**src/hdl/csd_pkg.sv**
```systemverilog
// shared types, constants and helpers for the charge session detector
// no dependencies; used by every other file of the block but csd_if
package csd_pkg;

    // default sizes handed to the top level parameters
    localparam int CHIPS_DEF = 4;
    localparam int HIST_DEF  = 8;

    // fixed field widths
    localparam int LOOP_W   = 4;
    localparam int RUN_W    = 8;
    localparam int TICK_W   = 32;
    localparam int VOLT_W   = 32;
    localparam int FRAMES_W = 20;
    localparam int LIMIT_W  = 20;
    localparam int PADDR_W  = 5;
    localparam int PDATA_W  = 32;

    // scale factor of the minutes setting
    localparam logic [LIMIT_W-1:0] FRAME_MULT = 20'd3000;

    // loop phase
    typedef enum logic [1:0] {
        PH_IDLE     = 2'd0,
        PH_SETTLE   = 2'd1,
        PH_WAIT_END = 2'd2
    } t_phase;

    // frame mark
    typedef enum logic [1:0] {
        KIND_NONE   = 2'd0,
        KIND_FIRST  = 2'd1,
        KIND_MIDDLE = 2'd2,
        KIND_LAST   = 2'd3
    } t_kind;

    // register index on the config port
    typedef enum logic [2:0] {
        REG_FINISH_VOLT = 3'd0,
        REG_RECORD_MIN  = 3'd1,
        REG_ALLOW_SEND  = 3'd2,
        REG_SETTLE      = 3'd3,
        REG_END_COUNT   = 3'd4
    } t_reg_idx;

    // per-loop state
    typedef struct packed {
        t_phase              phase;
        logic [TICK_W-1:0]   start_tick;
        logic [RUN_W-1:0]    low_run;
    } t_loop_st;

    // recording session control
    typedef struct packed {
        logic              on;
        logic [LOOP_W-1:0] loop;
    } t_sess;

    // configuration as seen by the datapath
    typedef struct packed {
        logic [LIMIT_W-1:0] volt_limit;
        logic [LIMIT_W-1:0] frame_limit;
        logic               timeout_en;
        logic               allow_send;
        logic [15:0]        settle_ticks;
        logic [RUN_W-1:0]   end_count;
    } t_cfg;

    // one request
    typedef struct packed {
        logic [1:0]        chip_index;
        logic [2:0]        start_mask;
        logic [2:0]        volt_ok_mask;
        logic [VOLT_W-1:0] voltage_0;
        logic [VOLT_W-1:0] voltage_1;
        logic [VOLT_W-1:0] voltage_2;
        logic [TICK_W-1:0] tick_now;
        logic [2:0]        write_cycle;
    } t_item;

    // one result
    typedef struct packed {
        logic [2:0]        end_mask;
        t_kind             frame_kind;
        logic              dispatch;
        logic [LOOP_W-1:0] frame_loop;
        logic [2:0]        buffer_cycle;
        logic [1:0]        phase_index;
        logic              session_active;
    } t_res;

    // phase of a session loop: (loop + 2) mod 3
    function automatic logic [1:0] loop_phase_of(input logic [LOOP_W-1:0] loop);
        logic [1:0] ph;
        case (loop)
            4'd0, 4'd3, 4'd6, 4'd9, 4'd12, 4'd15: ph = 2'd2;
            4'd1, 4'd4, 4'd7, 4'd10, 4'd13:       ph = 2'd0;
            default:                              ph = 2'd1;
        endcase
        return ph;
    endfunction

endpackage

```
**src/hdl/csd_if.sv**
```systemverilog
// request and result channel interfaces of the charge session detector
// standalone; valid/ready handshake with flat payload fields
interface csd_in_if;
    logic        valid;
    logic        ready;
    logic [1:0]  chip_index;
    logic [2:0]  start_mask;
    logic [2:0]  volt_ok_mask;
    logic [31:0] voltage_0;
    logic [31:0] voltage_1;
    logic [31:0] voltage_2;
    logic [31:0] tick_now;
    logic [2:0]  write_cycle;

    modport source (
        output valid, chip_index, start_mask, volt_ok_mask,
               voltage_0, voltage_1, voltage_2, tick_now, write_cycle,
        input  ready
    );
    modport sink (
        input  valid, chip_index, start_mask, volt_ok_mask,
               voltage_0, voltage_1, voltage_2, tick_now, write_cycle,
        output ready
    );
endinterface

interface csd_out_if;
    logic        valid;
    logic        ready;
    logic [2:0]  end_mask;
    logic [1:0]  frame_kind;
    logic        dispatch;
    logic [3:0]  frame_loop;
    logic [2:0]  buffer_cycle;
    logic [1:0]  phase_index;
    logic        session_active;

    modport source (
        output valid, end_mask, frame_kind, dispatch, frame_loop,
               buffer_cycle, phase_index, session_active,
        input  ready
    );
    modport sink (
        input  valid, end_mask, frame_kind, dispatch, frame_loop,
               buffer_cycle, phase_index, session_active,
        output ready
    );
endinterface

```
**src/hdl/charge_session_detect_and_frame.sv**
```systemverilog
// Charge session detector and frame marker.
// Request channel i_in: one service call for one sensing chip (start pulses,
// voltage readings with valid bits, tick, buffer write cycle). Result channel
// o_out: exactly one result per request (ended loops, frame mark, dispatch,
// frame loop, buffer cycle, phase, session flag). Both use valid/ready.
// Config: APB registers at byte addresses 0,4,8,12,16, to be written by the
// user only while idle; the block does not enforce this. A request lands in
// an input register; when the result register is free or being taken, one
// pass of logic reads the chip's three loop states, updates them and the
// session state, and loads the result register. Throughput: one request per
// cycle while o_out.ready is high; the next request sees each per-chip write.
// Reset (synchronous, active low): all loops idle, no session, registers at
// their defaults; requests are accepted from the first cycle after reset.
// Receiver stall: the result register holds, one more request waits in the
// input register, then i_in.ready drops until o_out.ready returns.
// depends on csd_pkg, csd_if, csd_cfg, csd_loop, csd_frame
module charge_session_detect_and_frame
    import csd_pkg::*;
#(
    parameter int CHIPS          = CHIPS_DEF,
    parameter int HISTORY_CYCLES = HIST_DEF
) (
    input  logic               i_clk,
    input  logic               i_rst_n,
    csd_in_if.sink             i_in,
    csd_out_if.source          o_out,
    input  logic               psel,
    input  logic               penable,
    input  logic               pwrite,
    input  logic [PADDR_W-1:0] paddr,
    input  logic [PDATA_W-1:0] pwdata,
    output logic [PDATA_W-1:0] prdata,
    output logic               pready
);

    localparam int CW = (CHIPS > 1) ? $clog2(CHIPS) : 1;

    t_cfg                cfg;

    // per-chip state, shared session state and frame count
    t_loop_st            r_loop [CHIPS][3];
    logic [CHIPS-1:0]    r_chip_sending;
    t_sess               r_sess;
    logic [FRAMES_W-1:0] r_frames;

    // pipeline registers
    logic                r_in_valid;
    t_item               r_item;
    logic                r_out_valid;
    t_res                r_res;

    logic                fire;
    logic                in_range;
    logic [CW-1:0]       chip_sel;
    logic [LOOP_W-1:0]   loop_base;
    t_loop_st            cur_loop [3];
    t_loop_st            n_loop [3];
    t_sess               sess_c [4];
    logic [2:0]          ended;
    logic [VOLT_W-1:0]   volt [3];
    logic                n_sending;
    t_sess               n_sess;
    logic [FRAMES_W-1:0] n_frames;
    t_kind               kind;
    logic [3:0]          cyc_sum;
    logic [2:0]          cyc;
    t_res                n_res;

    csd_cfg u_cfg (
        .i_clk   (i_clk),
        .i_rst_n (i_rst_n),
        .psel    (psel),
        .penable (penable),
        .pwrite  (pwrite),
        .paddr   (paddr),
        .pwdata  (pwdata),
        .prdata  (prdata),
        .pready  (pready),
        .o_cfg   (cfg)
    );

    // handshake
    assign fire       = r_in_valid && (!r_out_valid || o_out.ready);
    assign i_in.ready = !r_in_valid || fire;

    // input register
    always_ff @(posedge i_clk) begin
        if (!i_rst_n) begin
            r_in_valid <= 1'b0;
        end else if (i_in.ready) begin
            r_in_valid <= i_in.valid;
        end
    end

    always_ff @(posedge i_clk) begin
        if (i_in.valid && i_in.ready) begin
            r_item.chip_index   <= i_in.chip_index;
            r_item.start_mask   <= i_in.start_mask;
            r_item.volt_ok_mask <= i_in.volt_ok_mask;
            r_item.voltage_0    <= i_in.voltage_0;
            r_item.voltage_1    <= i_in.voltage_1;
            r_item.voltage_2    <= i_in.voltage_2;
            r_item.tick_now     <= i_in.tick_now;
            r_item.write_cycle  <= i_in.write_cycle;
        end
    end

    // chip select and its first loop number less one
    assign in_range  = (32'(r_item.chip_index) < CHIPS);
    assign chip_sel  = r_item.chip_index[CW-1:0];
    assign loop_base = {1'b0, r_item.chip_index, 1'b0} + {2'b00, r_item.chip_index};

    assign volt[0] = r_item.voltage_0;
    assign volt[1] = r_item.voltage_1;
    assign volt[2] = r_item.voltage_2;

    assign sess_c[0] = r_sess;

    // three loops of the chip, in order
    for (genvar k = 0; k < 3; k++) begin : g_loop
        assign cur_loop[k] = r_loop[chip_sel][k];

        csd_loop u_loop (
            .i_cfg      (cfg),
            .i_loop_num (loop_base + LOOP_W'(k + 1)),
            .i_start    (r_item.start_mask[k]),
            .i_volt_ok  (r_item.volt_ok_mask[k]),
            .i_voltage  (volt[k]),
            .i_tick     (r_item.tick_now),
            .i_state    (cur_loop[k]),
            .i_sess     (sess_c[k]),
            .o_state    (n_loop[k]),
            .o_sess     (sess_c[k+1]),
            .o_ended    (ended[k])
        );
    end

    csd_frame u_frame (
        .i_cfg       (cfg),
        .i_loop_base (loop_base),
        .i_sending   (r_chip_sending[chip_sel]),
        .i_sess      (sess_c[3]),
        .i_frames    (r_frames),
        .o_sending   (n_sending),
        .o_sess      (n_sess),
        .o_frames    (n_frames),
        .o_kind      (kind)
    );

    // buffer cycle two behind the write cycle, modulo the history depth
    always_comb begin
        cyc_sum = {1'b0, r_item.write_cycle} + 4'(HISTORY_CYCLES - 2);
        for (int s = 0; s < 4; s++) begin
            if (cyc_sum >= 4'(HISTORY_CYCLES)) begin
                cyc_sum = cyc_sum - 4'(HISTORY_CYCLES);
            end
        end
        cyc = cyc_sum[2:0];
    end

    // result assembly
    always_comb begin
        n_res = '0;
        if (in_range) begin
            n_res.end_mask       = ended;
            n_res.frame_kind     = kind;
            n_res.dispatch       = (kind != KIND_NONE) && cfg.allow_send;
            n_res.session_active = n_sess.on;
            if (kind != KIND_NONE) begin
                n_res.frame_loop   = sess_c[3].loop;
                n_res.buffer_cycle = cyc;
                n_res.phase_index  = loop_phase_of(sess_c[3].loop);
            end
        end else begin
            n_res.session_active = r_sess.on;
        end
    end

    // state update
    always_ff @(posedge i_clk) begin
        if (!i_rst_n) begin
            for (int c = 0; c < CHIPS; c++) begin
                for (int k = 0; k < 3; k++) begin
                    r_loop[c][k] <= '{phase: PH_IDLE, start_tick: '0, low_run: '0};
                end
            end
            r_chip_sending <= '0;
            r_sess         <= '0;
            r_frames       <= '0;
        end else if (fire && in_range) begin
            for (int k = 0; k < 3; k++) begin
                r_loop[chip_sel][k] <= n_loop[k];
            end
            r_chip_sending[chip_sel] <= n_sending;
            r_sess                   <= n_sess;
            r_frames                 <= n_frames;
        end
    end

    // result register
    always_ff @(posedge i_clk) begin
        if (!i_rst_n) begin
            r_out_valid <= 1'b0;
        end else if (fire) begin
            r_out_valid <= 1'b1;
        end else if (o_out.ready) begin
            r_out_valid <= 1'b0;
        end
    end

    always_ff @(posedge i_clk) begin
        if (fire) begin
            r_res <= n_res;
        end
    end

    assign o_out.valid          = r_out_valid;
    assign o_out.end_mask       = r_res.end_mask;
    assign o_out.frame_kind     = r_res.frame_kind;
    assign o_out.dispatch       = r_res.dispatch;
    assign o_out.frame_loop     = r_res.frame_loop;
    assign o_out.buffer_cycle   = r_res.buffer_cycle;
    assign o_out.phase_index    = r_res.phase_index;
    assign o_out.session_active = r_res.session_active;

endmodule

```
**src/hdl/csd_cfg.sv**
```systemverilog
// apb register bank of the charge session detector
// depends on csd_pkg; also keeps the scaled voltage and frame limits
module csd_cfg
    import csd_pkg::*;
(
    input  logic               i_clk,
    input  logic               i_rst_n,
    input  logic               psel,
    input  logic               penable,
    input  logic               pwrite,
    input  logic [PADDR_W-1:0] paddr,
    input  logic [PDATA_W-1:0] pwdata,
    output logic [PDATA_W-1:0] prdata,
    output logic               pready,
    output t_cfg               o_cfg
);

    logic [15:0]        r_finish_voltage;
    logic [7:0]         r_record_minutes;
    logic               r_allow_send;
    logic [15:0]        r_settle_ticks;
    logic [RUN_W-1:0]   r_end_count;
    logic [LIMIT_W-1:0] r_volt_limit;
    logic [LIMIT_W-1:0] r_frame_limit;

    logic               wr_en;
    logic [2:0]         reg_idx;
    logic [LIMIT_W-1:0] n_volt_limit;
    logic [LIMIT_W-1:0] n_frame_limit;

    assign pready  = 1'b1;
    assign wr_en   = psel & penable & pwrite;
    assign reg_idx = paddr[4:2];

    // scaled limits: ten times the finish voltage, 3000 frames a minute less one
    assign n_volt_limit  = {1'b0, pwdata[15:0], 3'b000} + {3'b000, pwdata[15:0], 1'b0};
    assign n_frame_limit = LIMIT_W'(pwdata[7:0]) * FRAME_MULT - LIMIT_W'(1);

    // register writes
    always_ff @(posedge i_clk) begin
        if (!i_rst_n) begin
            r_finish_voltage <= '0;
            r_record_minutes <= 8'd5;
            r_allow_send     <= 1'b1;
            r_settle_ticks   <= 16'd1000;
            r_end_count      <= 8'd100;
            r_volt_limit     <= '0;
            r_frame_limit    <= 20'd14999;
        end else if (wr_en) begin
            case (reg_idx)
                REG_FINISH_VOLT: begin
                    r_finish_voltage <= pwdata[15:0];
                    r_volt_limit     <= n_volt_limit;
                end
                REG_RECORD_MIN: begin
                    r_record_minutes <= pwdata[7:0];
                    r_frame_limit    <= n_frame_limit;
                end
                REG_ALLOW_SEND: r_allow_send   <= pwdata[0];
                REG_SETTLE:     r_settle_ticks <= pwdata[15:0];
                REG_END_COUNT:  r_end_count    <= pwdata[7:0];
                default: ;
            endcase
        end
    end

    // read back
    always_comb begin
        case (reg_idx)
            REG_FINISH_VOLT: prdata = {16'd0, r_finish_voltage};
            REG_RECORD_MIN:  prdata = {24'd0, r_record_minutes};
            REG_ALLOW_SEND:  prdata = {31'd0, r_allow_send};
            REG_SETTLE:      prdata = {16'd0, r_settle_ticks};
            REG_END_COUNT:   prdata = {24'd0, r_end_count};
            default:         prdata = '0;
        endcase
    end

    assign o_cfg.volt_limit   = r_volt_limit;
    assign o_cfg.frame_limit  = r_frame_limit;
    assign o_cfg.timeout_en   = (r_record_minutes != 8'd0);
    assign o_cfg.allow_send   = r_allow_send;
    assign o_cfg.settle_ticks = r_settle_ticks;
    assign o_cfg.end_count    = r_end_count;

endmodule

```
**src/hdl/csd_loop.sv**
```systemverilog
// next-state logic of one charging loop: idle, settle wait, end-of-charge wait
// depends on csd_pkg; chained three deep so session claims go in loop order
module csd_loop
    import csd_pkg::*;
(
    input  t_cfg              i_cfg,
    input  logic [LOOP_W-1:0] i_loop_num,
    input  logic              i_start,
    input  logic              i_volt_ok,
    input  logic [VOLT_W-1:0] i_voltage,
    input  logic [TICK_W-1:0] i_tick,
    input  t_loop_st          i_state,
    input  t_sess             i_sess,
    output t_loop_st          o_state,
    output t_sess             o_sess,
    output logic              o_ended
);

    logic [TICK_W-1:0] gap;
    logic [RUN_W-1:0]  run_inc;
    logic              low;

    // elapsed ticks since start, with the wrap rule of the tick counter
    always_comb begin
        if (i_tick >= i_state.start_tick) begin
            gap = i_tick - i_state.start_tick;
        end else begin
            gap = i_tick - i_state.start_tick - TICK_W'(1);
        end
    end

    assign low     = i_volt_ok && (i_voltage <= VOLT_W'(i_cfg.volt_limit));
    assign run_inc = i_state.low_run + RUN_W'(1);

    // phase transitions
    always_comb begin
        o_state = i_state;
        o_sess  = i_sess;
        o_ended = 1'b0;
        case (i_state.phase)
            PH_IDLE: begin
                if (i_start) begin
                    if (!i_sess.on) begin
                        o_sess.on   = 1'b1;
                        o_sess.loop = i_loop_num;
                    end
                    o_state.phase      = PH_SETTLE;
                    o_state.start_tick = i_tick;
                end
            end
            PH_SETTLE: begin
                if (gap >= TICK_W'(i_cfg.settle_ticks)) begin
                    o_state.phase = PH_WAIT_END;
                end
            end
            PH_WAIT_END: begin
                if (low) begin
                    o_state.low_run = run_inc;
                    if (run_inc >= i_cfg.end_count) begin
                        o_state.low_run = '0;
                        o_state.phase   = PH_IDLE;
                        o_ended         = 1'b1;
                        if (i_sess.on && (i_sess.loop == i_loop_num)) begin
                            o_sess.on = 1'b0;
                        end
                    end
                end else begin
                    o_state.low_run = '0;
                end
            end
            default: o_state.phase = PH_IDLE;
        endcase
    end

endmodule

```
**src/hdl/csd_frame.sv**
```systemverilog
// frame marking of the chip served: first, middle and last frame with timeout
// depends on csd_pkg; works on the session state left by the loop chain
module csd_frame
    import csd_pkg::*;
(
    input  t_cfg                i_cfg,
    input  logic [LOOP_W-1:0]   i_loop_base,
    input  logic                i_sending,
    input  t_sess               i_sess,
    input  logic [FRAMES_W-1:0] i_frames,
    output logic                o_sending,
    output t_sess               o_sess,
    output logic [FRAMES_W-1:0] o_frames,
    output t_kind               o_kind
);

    logic owns;
    logic timed_out;

    // session loop belongs to this chip
    assign owns = (i_sess.loop >= i_loop_base + LOOP_W'(1))
               && (i_sess.loop <= i_loop_base + LOOP_W'(3));

    assign timed_out = i_cfg.timeout_en && (i_frames >= i_cfg.frame_limit);

    always_comb begin
        o_sending = i_sending;
        o_sess    = i_sess;
        o_frames  = i_frames;
        o_kind    = KIND_NONE;
        if (!i_sending) begin
            // waiting for the first frame of our own session
            if (i_sess.on && owns) begin
                o_kind    = KIND_FIRST;
                o_sending = 1'b1;
                o_frames  = i_frames + FRAMES_W'(1);
            end
        end else if (i_sess.on) begin
            if (timed_out) begin
                o_kind    = KIND_LAST;
                o_sess    = '0;
                o_frames  = '0;
                o_sending = 1'b0;
            end else begin
                o_kind   = KIND_MIDDLE;
                o_frames = i_frames + FRAMES_W'(1);
            end
        end else begin
            // session gone: close out
            o_kind      = KIND_LAST;
            o_sess.loop = '0;
            o_frames    = '0;
            o_sending   = 1'b0;
        end
    end

endmodule

```
**src/flat_wrapper.sv**
```systemverilog
// flat-port wrapper written by rule: the top's interface ports become plain ports
module charge_session_detect_and_frame_flat import csd_pkg::*;
#(
    parameter int CHIPS          = CHIPS_DEF,
    parameter int HISTORY_CYCLES = HIST_DEF
)
  (i_clk, i_rst_n, psel, penable, pwrite, paddr, pwdata, prdata, pready, i_in_valid, i_in_chip_index, i_in_start_mask, i_in_volt_ok_mask, i_in_voltage_0, i_in_voltage_1, i_in_voltage_2, i_in_tick_now, i_in_write_cycle, i_in_ready, o_out_valid, o_out_end_mask, o_out_frame_kind, o_out_dispatch, o_out_frame_loop, o_out_buffer_cycle, o_out_phase_index, o_out_session_active, o_out_ready);
  csd_in_if i_in_i ();
  csd_out_if o_out_i ();
  input  logic i_clk;
  input  logic i_rst_n;
  input  logic psel;
  input  logic penable;
  input  logic pwrite;
  input  logic [PADDR_W-1:0] paddr;
  input  logic [PDATA_W-1:0] pwdata;
  output logic [PDATA_W-1:0] prdata;
  output logic pready;
  input wire logic [$bits(i_in_i.valid)-1:0] i_in_valid;
  input wire logic [$bits(i_in_i.chip_index)-1:0] i_in_chip_index;
  input wire logic [$bits(i_in_i.start_mask)-1:0] i_in_start_mask;
  input wire logic [$bits(i_in_i.volt_ok_mask)-1:0] i_in_volt_ok_mask;
  input wire logic [$bits(i_in_i.voltage_0)-1:0] i_in_voltage_0;
  input wire logic [$bits(i_in_i.voltage_1)-1:0] i_in_voltage_1;
  input wire logic [$bits(i_in_i.voltage_2)-1:0] i_in_voltage_2;
  input wire logic [$bits(i_in_i.tick_now)-1:0] i_in_tick_now;
  input wire logic [$bits(i_in_i.write_cycle)-1:0] i_in_write_cycle;
  output wire logic [$bits(i_in_i.ready)-1:0] i_in_ready;
  output wire logic [$bits(o_out_i.valid)-1:0] o_out_valid;
  output wire logic [$bits(o_out_i.end_mask)-1:0] o_out_end_mask;
  output wire logic [$bits(o_out_i.frame_kind)-1:0] o_out_frame_kind;
  output wire logic [$bits(o_out_i.dispatch)-1:0] o_out_dispatch;
  output wire logic [$bits(o_out_i.frame_loop)-1:0] o_out_frame_loop;
  output wire logic [$bits(o_out_i.buffer_cycle)-1:0] o_out_buffer_cycle;
  output wire logic [$bits(o_out_i.phase_index)-1:0] o_out_phase_index;
  output wire logic [$bits(o_out_i.session_active)-1:0] o_out_session_active;
  input wire logic [$bits(o_out_i.ready)-1:0] o_out_ready;
  assign i_in_i.valid = i_in_valid;
  assign i_in_i.chip_index = i_in_chip_index;
  assign i_in_i.start_mask = i_in_start_mask;
  assign i_in_i.volt_ok_mask = i_in_volt_ok_mask;
  assign i_in_i.voltage_0 = i_in_voltage_0;
  assign i_in_i.voltage_1 = i_in_voltage_1;
  assign i_in_i.voltage_2 = i_in_voltage_2;
  assign i_in_i.tick_now = i_in_tick_now;
  assign i_in_i.write_cycle = i_in_write_cycle;
  assign i_in_ready = i_in_i.ready;
  assign o_out_valid = o_out_i.valid;
  assign o_out_end_mask = o_out_i.end_mask;
  assign o_out_frame_kind = o_out_i.frame_kind;
  assign o_out_dispatch = o_out_i.dispatch;
  assign o_out_frame_loop = o_out_i.frame_loop;
  assign o_out_buffer_cycle = o_out_i.buffer_cycle;
  assign o_out_phase_index = o_out_i.phase_index;
  assign o_out_session_active = o_out_i.session_active;
  assign o_out_i.ready = o_out_ready;
  charge_session_detect_and_frame #(.CHIPS(CHIPS), .HISTORY_CYCLES(HISTORY_CYCLES)) u_core (.i_clk(i_clk), .i_rst_n(i_rst_n), .i_in(i_in_i), .o_out(o_out_i), .psel(psel), .penable(penable), .pwrite(pwrite), .paddr(paddr), .pwdata(pwdata), .prdata(prdata), .pready(pready));
endmodule
```
**config.mk**
```make
export PLATFORM = sky130hd
export DESIGN_NAME = charge_session_detect_and_frame_flat
export DESIGN_NICKNAME = d
export VERILOG_FILES = /design/src/hdl/csd_pkg.sv /design/src/hdl/csd_if.sv /design/src/hdl/charge_session_detect_and_frame.sv /design/src/hdl/csd_cfg.sv /design/src/hdl/csd_loop.sv /design/src/hdl/csd_frame.sv /design/src/flat_wrapper.sv
export SDC_FILE = /design/constraint.sdc
export NUM_CORES = 2
export LEC_CHECK = 0
export ABC_AREA = 1
export BUFFER_PORTS_ARGS = -buffer_cell sky130_fd_sc_hd__buf_2
export CORE_MARGIN = 2
export CORE_UTILIZATION = 45
export CTS_CLUSTER_DIAMETER = 100
export DETAILED_ROUTE_END_ITERATION = 16
export HOLD_SLACK_MARGIN = 0.06
export PLACE_DENSITY = 0.66
export SYNTH_ARGS = -nofsm -noshare
export SYNTH_HDL_FRONTEND = slang
export SYNTH_HIERARCHICAL = 1
export SYNTH_SLANG_ARGS = --single-unit
```
**constraint.sdc**
```tcl
create_clock -name i_clk -period 9.36 [get_ports i_clk]
set_clock_uncertainty 0.2 [all_clocks]
set_input_delay 1.872 -clock i_clk [delete_from_list [all_inputs] [get_ports i_clk]]
set_output_delay 1.872 -clock i_clk [all_outputs]
set_load 0.005 [all_outputs]
```
After elaboration in Yosys (flattened, before gate mapping). Memory sizes are Yosys's and may differ from the RTL's. A register that Yosys moved wholly into a read port is not among the register bits. Cells that the tools add are included.

Register bits: 273. Bits in latches: 0. Bits in writable memories: 504. ROM bits: 32. Input port bits: 183. Output and inout bits: 51. Logic and storage cells: 215. Memories: 2.

Memories: u_core.r_loop (words 4, width 126, read ports 1, clocked after Yosys merged registers in 1, wr ports 4, line charge_session_detect_and_frame.sv:41) `t_loop_st r_loop [CHIPS][3];`; (no name shown) (words 16, width 2, read ports 1, clocked after Yosys merged registers in 1, wr ports 0, line csd_pkg.sv:95) `case (loop)`.

$add $sub $neg: 21. $mul: 1. Div/mod/pow operators: 0. Magnitude comparators: 21. Equal/unequal tests: 13. Shift operators: 0. Mux-type cells: 90. Bitwise operators: 2. Reduce and logical (&&, ||, !) cells: 36.

Operator list (count): $mux W32 (6); $mux W126 (1); $reduce_or A126 Y1 (1); $mux W34 (3); $ge A32 B16 Y1 (3); $ge A32 B32 Y1 (3); $le A32 B20 Y1 (3); $sub A32 B1 Y32 const B (3); $sub A32 B32 Y32 (3); $mux W20 (4); $pmux W16 S5 (1); $mux W8 (9); $mux W4 (10); $mux W1 (28); $mux W2 (13); $mux W5 (5); $add A8 B1 Y8 const B (3); $ge A8 B8 Y1 (3); $add A19 B17 Y20 (1); $add A20 B1 Y20 const B (1); $ge A20 B20 Y1 (1); $sub A20 B1 Y20 const B (1); $pmux W2 S3 (3); $reduce_and A2 Y1 (9); 31 further kinds (66).

Longest topological paths before layout.
Depth in word-level cells: 23. Gate-level depth with buffers: 48.

Hierarchy. The synthesis kept the hierarchy.

Modules (own cells, without submodules): charge_session_detect_and_frame (instances 1, cells an instance 2265, area an instance 27393.8 sq um); csd_loop (u_core.g_loop[0].u_loop ...) (instances 2, cells an instance 1317, area an instance 6525.0 sq um); csd_cfg (instances 1, cells an instance 865, area an instance 6158.4 sq um); csd_loop (u_core.g_loop[2].u_loop) (instances 1, cells an instance 1148, area an instance 5861.9 sq um); csd_frame (instances 1, cells an instance 334, area an instance 1781.7 sq um).

Worst setup path before layout. OpenSTA, ideal clock, no wires.

Kind: flip-flop to flip-flop. Start point: register (tool-made name). End point: register, netlist name u_core/o_out.phase_index[0]. Setup time: 0.252 ns. Arrival time: 5.586 ns. Data required time: 8.908 ns. Setup slack: 3.322 ns. Stages on the path, launching flop included: 46. Buffers on the path: 5. Cell sequence: dfxtp_1 buf_4 buf_4 inv_2 buf_4 buf_2 nor2_1 o22ai_1 inv_1 nor3_1 nand3_1 nor2_1 nand2_1 xor2_1 inv_1 ha_1 nand2_1 nor2_1 (+10 left out) nand2_1 mux2_2 mux2_2 ha_1 inv_1 nor2_1 o21ai_1 nand2_1 nand2_1 nand3_1 buf_2 o211ai_1 nor2_1 inv_1 nand2_1 inv_1 nand2_1 nand2_1.

==> flow_summary.toml <==
[cts]
postCtsHoldBufs = 0
clk_pin_slew_worst_paths_ps = 60
cts_num_sinks = 775
htreeDepth = 3
cts_setup_buffers = 0
cts_max_path_buffers = 3
cts_made_buffers = 87
cts-root-buf = "clkbuf_16"
cts_tree = "built"
cts-resized-gates = 0
clk_latency_ps = 720

[power_and_ir_drop]
power_density_nw_per_um2 = 192
p_sw_share_pct = 37.9
net-switching-power_mw = 4.34
p_int_mw = 7.11
seqPwrFrac_pct = 35.2
ir_worst_vdd_v = 0.000163
p_leak_nw = 27.6
totalPowerFinal_mw = 11.4
power.share.combinational_pct = 34.1
power_frac_clock_pct = 30.8

[floorplanning]
fp.dieW_um = 351
die-area_um2 = 123000
die_height_um = 351
start_util_pct = 45.3
coreArea_um2 = 120000
fp-row-count = 127
ios = 234

[placed_design]
portBuffers = 198
dp_hpwl_um = 121000
gp_congestion = 1.00

[routing]
vias_per_cell = 5.27
drc = 0
avgRoutedWirePerCell_um = 18.4
routed_wl_um = 167000
vias = 47768
drt_first_pass_iters = 9
drt_iter0_markers = 4339
drtAntennaViolNets = 0

[synthesis]
yosysMostFrequentCell = "nand2_1"
netlist_instances = 7246
ys_seq_area_share_pct = 40.8
yosysWarningCount = 6
synth_common_cells = "1,637 x nand2_1, 1,264 x nor2_1, 1,141 x inv_1"
netlist.area_leader.share_pct = 36.5
netlist-cell-type-count = 63
synth_edf_count = 659
netlist_top_cells_area = "edfxtp_1 36%, nand2_1 11%, nor2_1 8.7%, inv_1 7.9%, ha_1 7.5%"
synth_area_um2 = 54200
synth-seq-cells = 775
ys_async_sr_fraction_pct = 0
ys.flop_type = "edfxtp_1"
syn_avg_cell_area_um2 = 7.49
synth_top_area_cell = "edfxtp_1"

[sta]
setup_tns_ps = 0
fin_crit_sh_pct = 83.4
rsz0062_at_grt = "false"
slew_violations = 0
worst_pin_slew_ps = 1230
period_minus_slack_ps = 7810
setup_viol = 0
final_hold_viol_count = 0
slew_headroom_pct = 17.0
timing.fmax_mhz = 128

[worst_setup_path]
crit_type = "reg -> reg"
r2r_slack_ps = 1550
path_delay_family = "simple AND/OR/NAND/NOR gates"
cp.buffers_inverters = 8
crit_required_ps = 9780
end_kind = "flip-flop"
slowest_stage = "nand2_1"
crit_path_frequent_cell = "nand2_1"
r2r-end = "u_core/r_chip_sending[1]$_SDFFE_PN0P_"
crit_fanout = 117
start_kind = "flip-flop"
worstPathArrival_ps = 8230
worstRegToRegCells = 38
max_stage_delay_ps = 820

[grt]
grt_start_max_net_pins = 118
grtUsageTotal_pct = 26.7
overflow = 0
grt_antenna_before_repair = 4
grt_pass1_wl_um = 255000
grt_pass1_vias = 44322

[flow_run]
max_cap_viol_count = 0

[finish]
area_growth_pct = 9.76
drive_gt1_share_pct = 9.34
nNetsFinal = 7913

[hold_path]
hold_end = "u_core/u_cfg/r_frame_limit[4]$_SDFFE_PN1P_"
min_path_cells = 2
hold_start = "u_core/u_cfg/r_frame_limit[4]$_SDFFE_PN1P_"
hp-class = "reg -> reg"

[outcome]
status = "completed"
-- sequential cells by signal (all words and copies together) (netlist names), 4 cells and up, named ones only --
| signal | flops |
|---|---|
| u_core/r_chip_sending | 4 |
| u_core/u_cfg/r_finish_voltage | 16 |
| u_core/r_item | 137 |
| u_core/r_loop | 504 |
| u_core/u_cfg/r_record_minutes | 8 |
| u_core/u_cfg/r_settle_ticks | 16 |
| u_core/o_out.frame_loop | 4 |
| u_core/u_cfg/r_volt_limit | 17 |
| u_core/r_frames | 20 |
| u_core/u_cfg/r_end_count | 8 |
| u_core/u_cfg/r_frame_limit | 17 |
| u_core/r_sess | 5 |
-- placed cells by master, fill, tap and decap left out, types with 33 or more instances in the layout --
master | synthesis | final
a21oi_1 | 172 | 171
buf_2 | 23 | 198
buf_4 | 40 | 49
clkbuf_16 | 0 | 87
dfxtp_1 | 116 | 114
edfxtp_1 | 659 | 659
ha_1 | 324 | 324
inv_1 | 1141 | 1140
nand2_1 | 1637 | 1633
nand2_2 | 116 | 116
nand3_1 | 300 | 300
nand4_1 | 142 | 142
nor2_1 | 1264 | 1264
nor2_2 | 64 | 64
nor2_4 | 33 | 33
nor3_1 | 46 | 46
o21ai_0 | 492 | 492
o22ai_1 | 128 | 128
xor2_1 | 80 | 80
-- power groups by stage --
| stage | clock [mW] | sequential [mW] | combinational [mW] |
|---|---|---|---|
| 6_report | 3.52 | 4.03 | 3.90 |
| 3_5_place_dp | 0 | 4.10 | 3.84 |
| 5_1_grt | 3.71 | 4.04 | 4.39 |
| 4_1_cts | 3.57 | 4.03 | 3.87 |
| 2_1_floorplan | 0 | 4.06 | 2.84 |
| 3_3_place_gp | 0 | 4.09 | 3.79 |
-- routing by layer --
layer / global-route usage [%] / share of wire (%) / vias up / wire length [um]
met1: 36.4 / 44 / 22324 / 73700
met5: 0 / 0 / - / 0
met3: 3.12 / 6.6 / 242 / 11000
met2: 44.2 / 46 / 1574 / 77300
met4: 8.29 / 3.1 / 0 / 5160
li1: - / - / 23628 / -
-- worst register-to-register path, delay by kind of cell (launching register included) --
family          cells  cell delay, ps
simple gates       22            3480
mux                 2             710
buf+inv             8            1380
flops               1             550
xor+xnor            1             180
fa+ha+maj           2             620
compound gates      3             660
-- through the flow --
step	std cells	area (um^2)	utilization (%)	setup WS (ps)	hold slack, ps
2_1_floorplan	7265	54300	-	3320	228
3_3_place_gp	8900	56600	47.2	1590	245
3_5_place_dp	8900	56600	47.2	1600	248
4_1_cts	9063	59500	49.7	1570	268
5_1_grt	9064	59500	49.7	654	290
6_report	9066	59500	49.7	1550	268
-- final cells by class --
class | instances | area (um^2)
Multi-Input combinational cell | 5092 | 26600
Antenna cell | 3 | 7.51
Fill cell | 11881 | 60300
Timing Repair Buffer | 247 | 1360
Clock buffer | 108 | 2290
Inverter | 1174 | 4420
Tap cell | 1612 | 2020
Sequential cell | 775 | 22100
Clock inverter | 55 | 683
-- worst max-delay path by stage --
stage | start | endpoint | slack (ps) | cells past startpoint
after detailed placement | flip-flop | u_core/r_frames[7]$_SDFFE_PN0P_ | 1600 | 39
after global routing | flip-flop | u_core/r_chip_sending[1]$_SDFFE_PN0P_ | 650 | 38
final | flip-flop | u_core/r_chip_sending[1]$_SDFFE_PN0P_ | 1550 | 38
after global placement | flip-flop | u_core/r_frames[8]$_SDFFE_PN0P_ | 1590 | 39
after CTS | flip-flop | u_core/r_chip_sending[1]$_SDFFE_PN0P_ | 1570 | 38
after floorplan | flip-flop | u_core/o_out.phase_index[0]$_SDFFCE_PN0P_ | 3320 | 45
-- cells by family after synthesis --
| family | Yosys count | share of synthesized area [%] |
|---|---|---|
| muxes | 12 | 0.249 |
| xor gates and xnor gates | 106 | 1.73 |
| other | 2 | 0.0138 |
| adders and majority gates | 353 | 8.54 |
| buffers and inverters | 1398 | 10.3 |
| and+or+nand+nor | 3713 | 29.5 |
| AOI/OAI and AO/OA | 887 | 8.92 |
| DFF | 775 | 40.8 |
No activity file was read; power rests on OpenSTA's default activity.
